File: config.mk
export PLATFORM = sky130hd
export DESIGN_NAME = switch_tap_pattern_decoder_core
export DESIGN_NICKNAME = d
export VERILOG_FILES = /design/src/rtl/stpd_pkg.sv /design/src/rtl/switch_tap_pattern_decoder_core.sv /design/src/rtl/stpd_front.sv /design/src/rtl/stpd_queue.sv /design/src/rtl/stpd_back.sv
export SDC_FILE = /design/constraint.sdc
export NUM_CORES = 1
export LEC_CHECK = 0
export ABC_AREA = 1
export BUFFER_PORTS_ARGS = -buffer_cell sky130_fd_sc_hd__buf_2
export CORE_ASPECT_RATIO = 0.7
export CORE_MARGIN = 4
export CORE_UTILIZATION = 60
export CTS_BUF_LIST = sky130_fd_sc_hd__clkbuf_4 sky130_fd_sc_hd__clkbuf_8
export DETAILED_ROUTE_END_ITERATION = 16
export GPL_TIMING_DRIVEN = 0
export PLACE_DENSITY_LB_ADDON = 0.25
export SETUP_SLACK_MARGIN = 0.1
export SLEW_MARGIN = 20
export SYNTH_ARGS = -nofsm -noshare
export SYNTH_HDL_FRONTEND = slang
export SYNTH_SLANG_ARGS = --single-unit
File: constraint.sdc
create_clock -name clk -period 3.45 [get_ports clk]
set_clock_uncertainty 0.05 [all_clocks]
set_input_delay 0 -clock clk [delete_from_list [all_inputs] [get_ports clk]]
set_output_delay 0 -clock clk [all_outputs]
set_load 0.01 [all_outputs]
File: src/rtl/stpd_pkg.sv
package stpd_pkg;

  // Configuration port layout
  localparam int CFG_INDEX_BITS = 2;
  localparam int CFG_DATA_BITS  = 16;

  // Register indexes
  localparam logic [CFG_INDEX_BITS-1:0] REG_DEBOUNCE   = 2'd0;
  localparam logic [CFG_INDEX_BITS-1:0] REG_SHORT_WAIT = 2'd1;
  localparam logic [CFG_INDEX_BITS-1:0] REG_LONG_EXTRA = 2'd2;

  // Register reset values, in ticks
  localparam int DEBOUNCE_RESET   = 30;
  localparam int SHORT_WAIT_RESET = 700;
  localparam int LONG_EXTRA_RESET = 1300;

  // Result layout
  localparam int OUT_CMD_BITS = 32;
  localparam int WIDE_BITS    = 64;

  // Gap timer mode
  typedef enum logic [1:0] {
    MODE_IDLE  = 2'd0,
    MODE_SHORT = 2'd1,
    MODE_LONG  = 2'd2
  } wait_mode_t;

  // One tick's worth of debounced information, front to back
  typedef struct packed {
    logic toggle;
  } tick_evt_t;

endpackage

File: src/rtl/switch_tap_pattern_decoder_core.sv
// Channel   Signals                                      Direction
// tick      tick_valid, tick_stall, level                sample in, one per ms tick
// cmd       cmd_valid, cmd_stall, command, overflowed    finished command out
// cfg       cfg_valid, cfg_ready, cfg_index, cfg_data    register write in
//
// One tick per clock cycle sustained while tick_stall is low; the debounce front and
// the gap timer back each advance once per accepted tick, joined by a two-entry queue.
// A result leaves through a single output register; the back holds while that
// register is full and stalled, and the front stalls once the queue is full.
// Reset (rst, synchronous) restores registers to 30 / 700 / 1300 ticks and
// idles both levels high. cfg_ready is always high.
module switch_tap_pattern_decoder_core #(
  parameter int CMD_BITS   = 32,
  parameter int TIMER_BITS = 16
) (
  input  logic                                clk,
  input  logic                                rst,
  input  logic                                tick_valid,
  output logic                                tick_stall,
  input  logic                                level,
  output logic                                cmd_valid,
  input  logic                                cmd_stall,
  output logic [stpd_pkg::OUT_CMD_BITS-1:0]   command,
  output logic                                overflowed,
  input  logic                                cfg_valid,
  output logic                                cfg_ready,
  input  logic [stpd_pkg::CFG_INDEX_BITS-1:0] cfg_index,
  input  logic [stpd_pkg::CFG_DATA_BITS-1:0]  cfg_data
);

  logic [TIMER_BITS-1:0] debounce_ticks;
  logic [TIMER_BITS-1:0] short_wait_ticks;
  logic [TIMER_BITS-1:0] long_extra_ticks;

  logic                  take;
  stpd_pkg::tick_evt_t   push_evt;
  stpd_pkg::tick_evt_t   pop_evt;
  logic                  q_empty;
  logic                  q_full;
  logic                  q_pop;

  assign cfg_ready  = 1'b1;
  assign tick_stall = q_full;
  assign take       = tick_valid && !q_full;

  // Configuration registers, truncated to the timer width
  always_ff @(posedge clk) begin
    if (rst) begin
      debounce_ticks   <= TIMER_BITS'(stpd_pkg::DEBOUNCE_RESET);
      short_wait_ticks <= TIMER_BITS'(stpd_pkg::SHORT_WAIT_RESET);
      long_extra_ticks <= TIMER_BITS'(stpd_pkg::LONG_EXTRA_RESET);
    end else if (cfg_valid && cfg_ready) begin
      case (cfg_index)
        stpd_pkg::REG_DEBOUNCE:   debounce_ticks   <= TIMER_BITS'(cfg_data);
        stpd_pkg::REG_SHORT_WAIT: short_wait_ticks <= TIMER_BITS'(cfg_data);
        stpd_pkg::REG_LONG_EXTRA: long_extra_ticks <= TIMER_BITS'(cfg_data);
        default: begin
        end
      endcase
    end
  end

  stpd_front #(
    .TIMER_BITS(TIMER_BITS)
  ) u_front (
    .clk           (clk),
    .rst           (rst),
    .take          (take),
    .level         (level),
    .debounce_ticks(debounce_ticks),
    .evt           (push_evt)
  );

  stpd_queue u_queue (
    .clk     (clk),
    .rst     (rst),
    .push    (take),
    .push_evt(push_evt),
    .pop     (q_pop),
    .pop_evt (pop_evt),
    .empty   (q_empty),
    .full    (q_full)
  );

  stpd_back #(
    .CMD_BITS  (CMD_BITS),
    .TIMER_BITS(TIMER_BITS)
  ) u_back (
    .clk             (clk),
    .rst             (rst),
    .evt_avail       (!q_empty),
    .evt             (pop_evt),
    .evt_pop         (q_pop),
    .short_wait_ticks(short_wait_ticks),
    .long_extra_ticks(long_extra_ticks),
    .cmd_valid       (cmd_valid),
    .cmd_stall       (cmd_stall),
    .command         (command),
    .overflowed      (overflowed)
  );

endmodule

File: src/rtl/stpd_front.sv
module stpd_front #(
  parameter int TIMER_BITS = 16
) (
  input  logic                  clk,
  input  logic                  rst,
  input  logic                  take,
  input  logic                  level,
  input  logic [TIMER_BITS-1:0] debounce_ticks,
  output stpd_pkg::tick_evt_t   evt
);

  logic                  previous_raw;
  logic                  stable_level;
  logic                  debouncing;
  logic [TIMER_BITS-1:0] debounce_count;

  logic                  stable_level_next;
  logic                  debouncing_next;
  logic [TIMER_BITS-1:0] debounce_count_next;
  logic                  toggle;

  // Debounce: start on an edge, ignore edges while counting, sample at the end
  always_comb begin
    stable_level_next   = stable_level;
    debouncing_next     = debouncing;
    debounce_count_next = debounce_count;
    toggle              = 1'b0;
    if (debouncing) begin
      if (debounce_count[TIMER_BITS-1:1] == '0) begin
        debouncing_next     = 1'b0;
        debounce_count_next = '0;
        if (level != stable_level) begin
          stable_level_next = level;
          toggle            = 1'b1;
        end
      end else begin
        debounce_count_next = debounce_count - TIMER_BITS'(1);
      end
    end else if (level != previous_raw) begin
      debouncing_next     = 1'b1;
      debounce_count_next = debounce_ticks;
    end
  end

  assign evt.toggle = toggle;

  // Advance only on an accepted sample
  always_ff @(posedge clk) begin
    if (rst) begin
      previous_raw   <= 1'b1;
      stable_level   <= 1'b1;
      debouncing     <= 1'b0;
      debounce_count <= '0;
    end else if (take) begin
      previous_raw   <= level;
      stable_level   <= stable_level_next;
      debouncing     <= debouncing_next;
      debounce_count <= debounce_count_next;
    end
  end

endmodule

File: src/rtl/stpd_queue.sv
module stpd_queue (
  input  logic                clk,
  input  logic                rst,
  input  logic                push,
  input  stpd_pkg::tick_evt_t push_evt,
  input  logic                pop,
  output stpd_pkg::tick_evt_t pop_evt,
  output logic                empty,
  output logic                full
);

  stpd_pkg::tick_evt_t entries [2];
  logic                wr_ptr;
  logic                rd_ptr;
  logic [1:0]          fill;

  assign empty   = (fill == 2'd0);
  assign full    = (fill == 2'd2);
  assign pop_evt = entries[rd_ptr];

  // Store incoming tick events
  always_ff @(posedge clk) begin
    if (push) begin
      entries[wr_ptr] <= push_evt;
    end
  end

  // Track pointers and fill level
  always_ff @(posedge clk) begin
    if (rst) begin
      wr_ptr <= 1'b0;
      rd_ptr <= 1'b0;
      fill   <= 2'd0;
    end else begin
      if (push) begin
        wr_ptr <= ~wr_ptr;
      end
      if (pop) begin
        rd_ptr <= ~rd_ptr;
      end
      if (push && !pop) begin
        fill <= fill + 2'd1;
      end else if (pop && !push) begin
        fill <= fill - 2'd1;
      end
    end
  end

endmodule

File: src/rtl/stpd_back.sv
module stpd_back #(
  parameter int CMD_BITS   = 32,
  parameter int TIMER_BITS = 16
) (
  input  logic                                  clk,
  input  logic                                  rst,
  input  logic                                  evt_avail,
  input  stpd_pkg::tick_evt_t                   evt,
  output logic                                  evt_pop,
  input  logic [TIMER_BITS-1:0]                 short_wait_ticks,
  input  logic [TIMER_BITS-1:0]                 long_extra_ticks,
  output logic                                  cmd_valid,
  input  logic                                  cmd_stall,
  output logic [stpd_pkg::OUT_CMD_BITS-1:0]     command,
  output logic                                  overflowed
);

  stpd_pkg::wait_mode_t  wait_mode;
  logic [TIMER_BITS-1:0] wait_count;
  logic [CMD_BITS-1:0]   command_shift;
  logic                  lost_bits;

  stpd_pkg::wait_mode_t  wait_mode_next;
  logic [TIMER_BITS-1:0] wait_count_next;
  logic [CMD_BITS-1:0]   command_shift_next;
  logic                  lost_bits_next;
  logic                  emit;
  logic                  wait_done;
  logic [stpd_pkg::WIDE_BITS-1:0] cmd_wide;

  // Take the next tick once the output slot can hold a result
  assign evt_pop   = evt_avail && !(cmd_valid && cmd_stall);
  assign wait_done = (wait_count[TIMER_BITS-1:1] == '0);
  assign cmd_wide  = stpd_pkg::WIDE_BITS'(command_shift);

  // Gap timer first, then the toggle
  always_comb begin
    wait_mode_next     = wait_mode;
    wait_count_next    = wait_count;
    command_shift_next = command_shift;
    lost_bits_next     = lost_bits;
    emit               = 1'b0;

    unique case (wait_mode)
      stpd_pkg::MODE_SHORT: begin
        if (wait_done) begin
          wait_mode_next  = stpd_pkg::MODE_LONG;
          wait_count_next = long_extra_ticks;
        end else begin
          wait_count_next = wait_count - TIMER_BITS'(1);
        end
      end
      stpd_pkg::MODE_LONG: begin
        if (wait_done) begin
          emit               = 1'b1;
          command_shift_next = '0;
          lost_bits_next     = 1'b0;
          wait_mode_next     = stpd_pkg::MODE_IDLE;
          wait_count_next    = '0;
        end else begin
          wait_count_next = wait_count - TIMER_BITS'(1);
        end
      end
      default: begin
      end
    endcase

    if (evt.toggle) begin
      unique case (wait_mode_next) inside
        stpd_pkg::MODE_IDLE, stpd_pkg::MODE_SHORT: begin
          lost_bits_next     = lost_bits_next | command_shift_next[CMD_BITS-1];
          command_shift_next = {command_shift_next[CMD_BITS-2:0], 1'b1};
          wait_mode_next     = stpd_pkg::MODE_SHORT;
          wait_count_next    = short_wait_ticks;
        end
        stpd_pkg::MODE_LONG: begin
          lost_bits_next     = lost_bits_next |
                               (|command_shift_next[CMD_BITS-1:CMD_BITS-2]);
          command_shift_next = {command_shift_next[CMD_BITS-3:0], 2'b01};
          wait_mode_next     = stpd_pkg::MODE_SHORT;
          wait_count_next    = short_wait_ticks;
        end
        default: begin
        end
      endcase
    end
  end

  // State register
  always_ff @(posedge clk) begin
    if (rst) begin
      wait_mode     <= stpd_pkg::MODE_IDLE;
      wait_count    <= '0;
      command_shift <= '0;
      lost_bits     <= 1'b0;
    end else if (evt_pop) begin
      wait_mode     <= wait_mode_next;
      wait_count    <= wait_count_next;
      command_shift <= command_shift_next;
      lost_bits     <= lost_bits_next;
    end
  end

  // Output register: load on emit, drop once the transaction completes
  always_ff @(posedge clk) begin
    if (rst) begin
      cmd_valid <= 1'b0;
    end else if (evt_pop && emit) begin
      cmd_valid <= 1'b1;
    end else if (!cmd_stall) begin
      cmd_valid <= 1'b0;
    end
  end

  always_ff @(posedge clk) begin
    if (evt_pop && emit) begin
      command    <= cmd_wide[stpd_pkg::OUT_CMD_BITS-1:0];
      overflowed <= lost_bits | (|cmd_wide[stpd_pkg::WIDE_BITS-1:stpd_pkg::OUT_CMD_BITS]);
    end
  end

endmodule
==> flow_metrics.py <==
metrics = {
    "run_status": {
        "status": "completed",
    },
    "layout": {
        "drive_above_1_share": 0.102,
        "fin_util": 0.715,
        "final_nets": 1275,
        "syn_to_final_growth_pct": 14.8,
        "fill_cells": 1016,
        "n_antenna_cell": 0,
    },
    "clocking": {
        "clk_path_buf_depth": 2,
        "cts.htree.levels": 4,
        "path_clk_slew_ns": 0.09,
        "clock_sinks": 159,
        "tritoncts": "built",
        "root_buffer": "clkbuf_8",
        "cts_setup_buffers": 0,
        "clock_latency_ns": 0.46,
        "numCtsBuffers": 17,
    },
    "worst_setup_path": {
        "r2r_end": "u_queue.fill[1]",
        "cp.required_ns": 3.75,
        "reg2reg_slack_ns": 0.90,
        "cp-endpoint": "u_queue.fill[1]",
        "cp-start-kind": "register",
        "crit_fanout": 10,
        "end_kind": "register",
        "reg2reg_depth": 8,
        "arrival_ns": 2.85,
        "r2r_start": "u_queue.fill[0]",
        "critPathKind": "reg -> reg",
        "crit_start": "u_queue.fill[0]",
    },
    "timing": {
        "period_share": 0.740,
        "fin_crit_ns": 2.55,
        "totalNegativeSetupSlack_ns": 0,
        "fmax_mhz": 392,
        "final_hold_viol_count": 0,
        "holdWs_ns": 0.0626,
        "slew_headroom": 0.580,
        "rsz0062_at_grt": "no",
        "setup_violations": 0,
        "slew_viol_final": 0,
        "worst_pin_slew_ns": 0.630,
    },
    "logic_synthesis": {
        "synth_area_leader_cell": "dfxtp_1",
        "synth-edff-count": 35,
        "synth_area_um2": 7870,
        "synthTopCellsByArea": "dfxtp_1, nand2_1, edfxtp_1",
        "synth_top_area_share": 0.316,
        "ys_async_sr_fraction": 0,
        "synthCells": 1140,
        "seq_area_frac_synth": 0.449,
        "synthTopCellsByCount": "nand2_1, a21oi_1, nor2_1",
        "yosysUniqueCellTypes": 34,
        "ys_warn_count": 0,
        "yosys_register_bits": 159,
        "synth_area_per_cell_um2": 6.90,
        "synth-main-ff-cell": "dfxtp_1",
        "syn_nets": 1171,
        "synth_most_common_cell": "nand2_1",
    },
    "global_routing": {
        "overflow": 0,
        "grt_pass1_wl_um": 34900,
        "grt_use_total": 0.284,
        "antenna_found_initial": 0,
        "grt_pass1_vias": 6915,
        "grt_max_degree": 28,
    },
    "floorplan": {
        "ios": 60,
        "rows": 34,
        "die_area_um2": 15000,
        "die_h_um": 104,
        "placeableCoreArea_um2": 12600,
        "initial_core_util": 0.623,
        "die_w_um": 145,
    },
    "detailed_routing": {
        "drt_wl_total_um": 21200,
        "drc": 0,
        "num_vias": 7914,
        "postRouteAntennaNets": 0,
        "drtPass1Iterations": 6,
        "via_per_inst": 5.58,
        "drtIter0Drc": 911,
        "wl_per_cell_um": 14.9,
    },
    "pwr": {
        "switching_share": 0.467,
        "p_int_mw": 4.18,
        "p_seq_frac": 0.332,
        "vdd_drop_max_v": 0.000355,
        "pwr-share-clk": 0.175,
        "p_switching_mw": 3.66,
        "pwr-share-comb": 0.493,
        "power.density_nw_per_um2": 868,
        "leakagePower_nw": 4.14,
    },
    "worst_hold_path": {
        "hp-class": "in -> reg",
    },
    "placed_design": {
        "hpwl_um": 14400,
        "place.gp.congestion": 0.921,
        "portBuffers": 58,
    },
    "flow_run": {
        "max-cap-violations": 0,
    },
}
## logic make-up (layout without fill, tap and decap cells)
kind of cell	count (synthesis)	in the layout	share of synthesized area
simple gates	584	584	0.301
other cells	1	1	0.000477
buf+inv	152	269	0.0779
xor+xnor	13	13	0.0145
flops	159	159	0.449
compound gates	224	224	0.145
fa+ha+maj	7	7	0.0111
## flip-flops by register name (all words and copies together) (netlist names), 2 cells and up, named ones only
register	cells
long_extra_ticks	16
u_back.wait_count	16
debounce_ticks	16
u_back.wait_mode	2
u_front.debounce_count	16
short_wait_ticks	16
u_back.command	32
u_queue.entries	2
u_back.command_shift	32
u_queue.fill	2
## through the flow
stage	cell area, µm²	power (mW)	setup WS, ns	std cells
floorplan	7870	5.47	0.309	1140
global placement	8360	6.25	-1.00	1360
detailed placement	8390	6.34	0.958	1361
CTS	9030	7.75	0.951	1419
global route	9030	8.45	0.716	1419
finish	9030	7.84	0.898	1419
## power groups by stage
stage          clock network [mW]  registers [mW]  logic (mW)
4_1_cts                      1.38            2.59        3.78
2_1_floorplan                   0            2.55        2.93
3_5_place_dp                    0            2.63        3.71
3_3_place_gp                    0            2.62        3.63
6_report                     1.37            2.60        3.87
5_1_grt                      1.46            2.65        4.35
## cells in the final DEF (no fill, tap or decap), types with 6 or more instances in the layout
cell type	count
edfxtp_1	35
nor2_1	143
xnor2_1	6
nand2_1	339
clkbuf_1	39
buf_2	71
inv_1	90
nand3_1	77
dfxtp_1	124
clkbuf_8	19
ha_1	7
xor2_1	7
o21ai_0	66
dlygate4sd3_1	26
o21bai_1	6
a21oi_1	145
## final cells by class
cell class                 instances  area [µm²]  share of cell area
timing repair buffer              85         571              0.0632
tap                              162         203              0.0224
clock inverter                    13         125              0.0139
inverter                          94         353              0.0391
multi-input combinational        829        3730               0.413
clock buffer                      19         262              0.0289
buffer                            58         260              0.0288
sequential                       159        3530               0.391
## timing repair
item,CTS,global route
hold buffers,26,0
setup endpoints to repair,0,0
resized for setup,0,0
endpoints found under the hold margin,55,0
## worst max-delay path, cell delays in order (launching register included)
cell and delay, ns:
dfxtp_1 0.37, o21ai_1 0.42, buf_2 0.35, clkbuf_1 0.44
ha_1 0.35, a21oi_1 0.12, o21ai_0 0.12, o21ai_0 0.17
a21oi_1 0.05
## layer usage
layer / track usage / vias up / part of all wire
li1: - / 3870 / -
met1: 0.444 / 3559 / 0.46
met2: 0.389 / 426 / 0.40
met3: 0.0474 / 59 / 0.10
met4: 0.104 / 0 / 0.030
met5: 0 / - / 0
## worst min path at each step
stage            startpoint                       end  slack [ns]  depth (start not counted)
2_1_floorplan  cfg_data[10]      long_extra_ticks[10]        0.06                          2
3_3_place_gp   cfg_data[10]      long_extra_ticks[10]        0.19                          3
3_5_place_dp   cfg_data[10]      long_extra_ticks[10]        0.20                          3
4_1_cts                 rst  u_back.command_shift[26]        0.02                          3
5_1_grt                 rst  u_back.command_shift[26]        0.07                          3
6_report                rst  u_back.command_shift[26]        0.06                          3
Note: power is estimated with default switching activity, not from simulation.
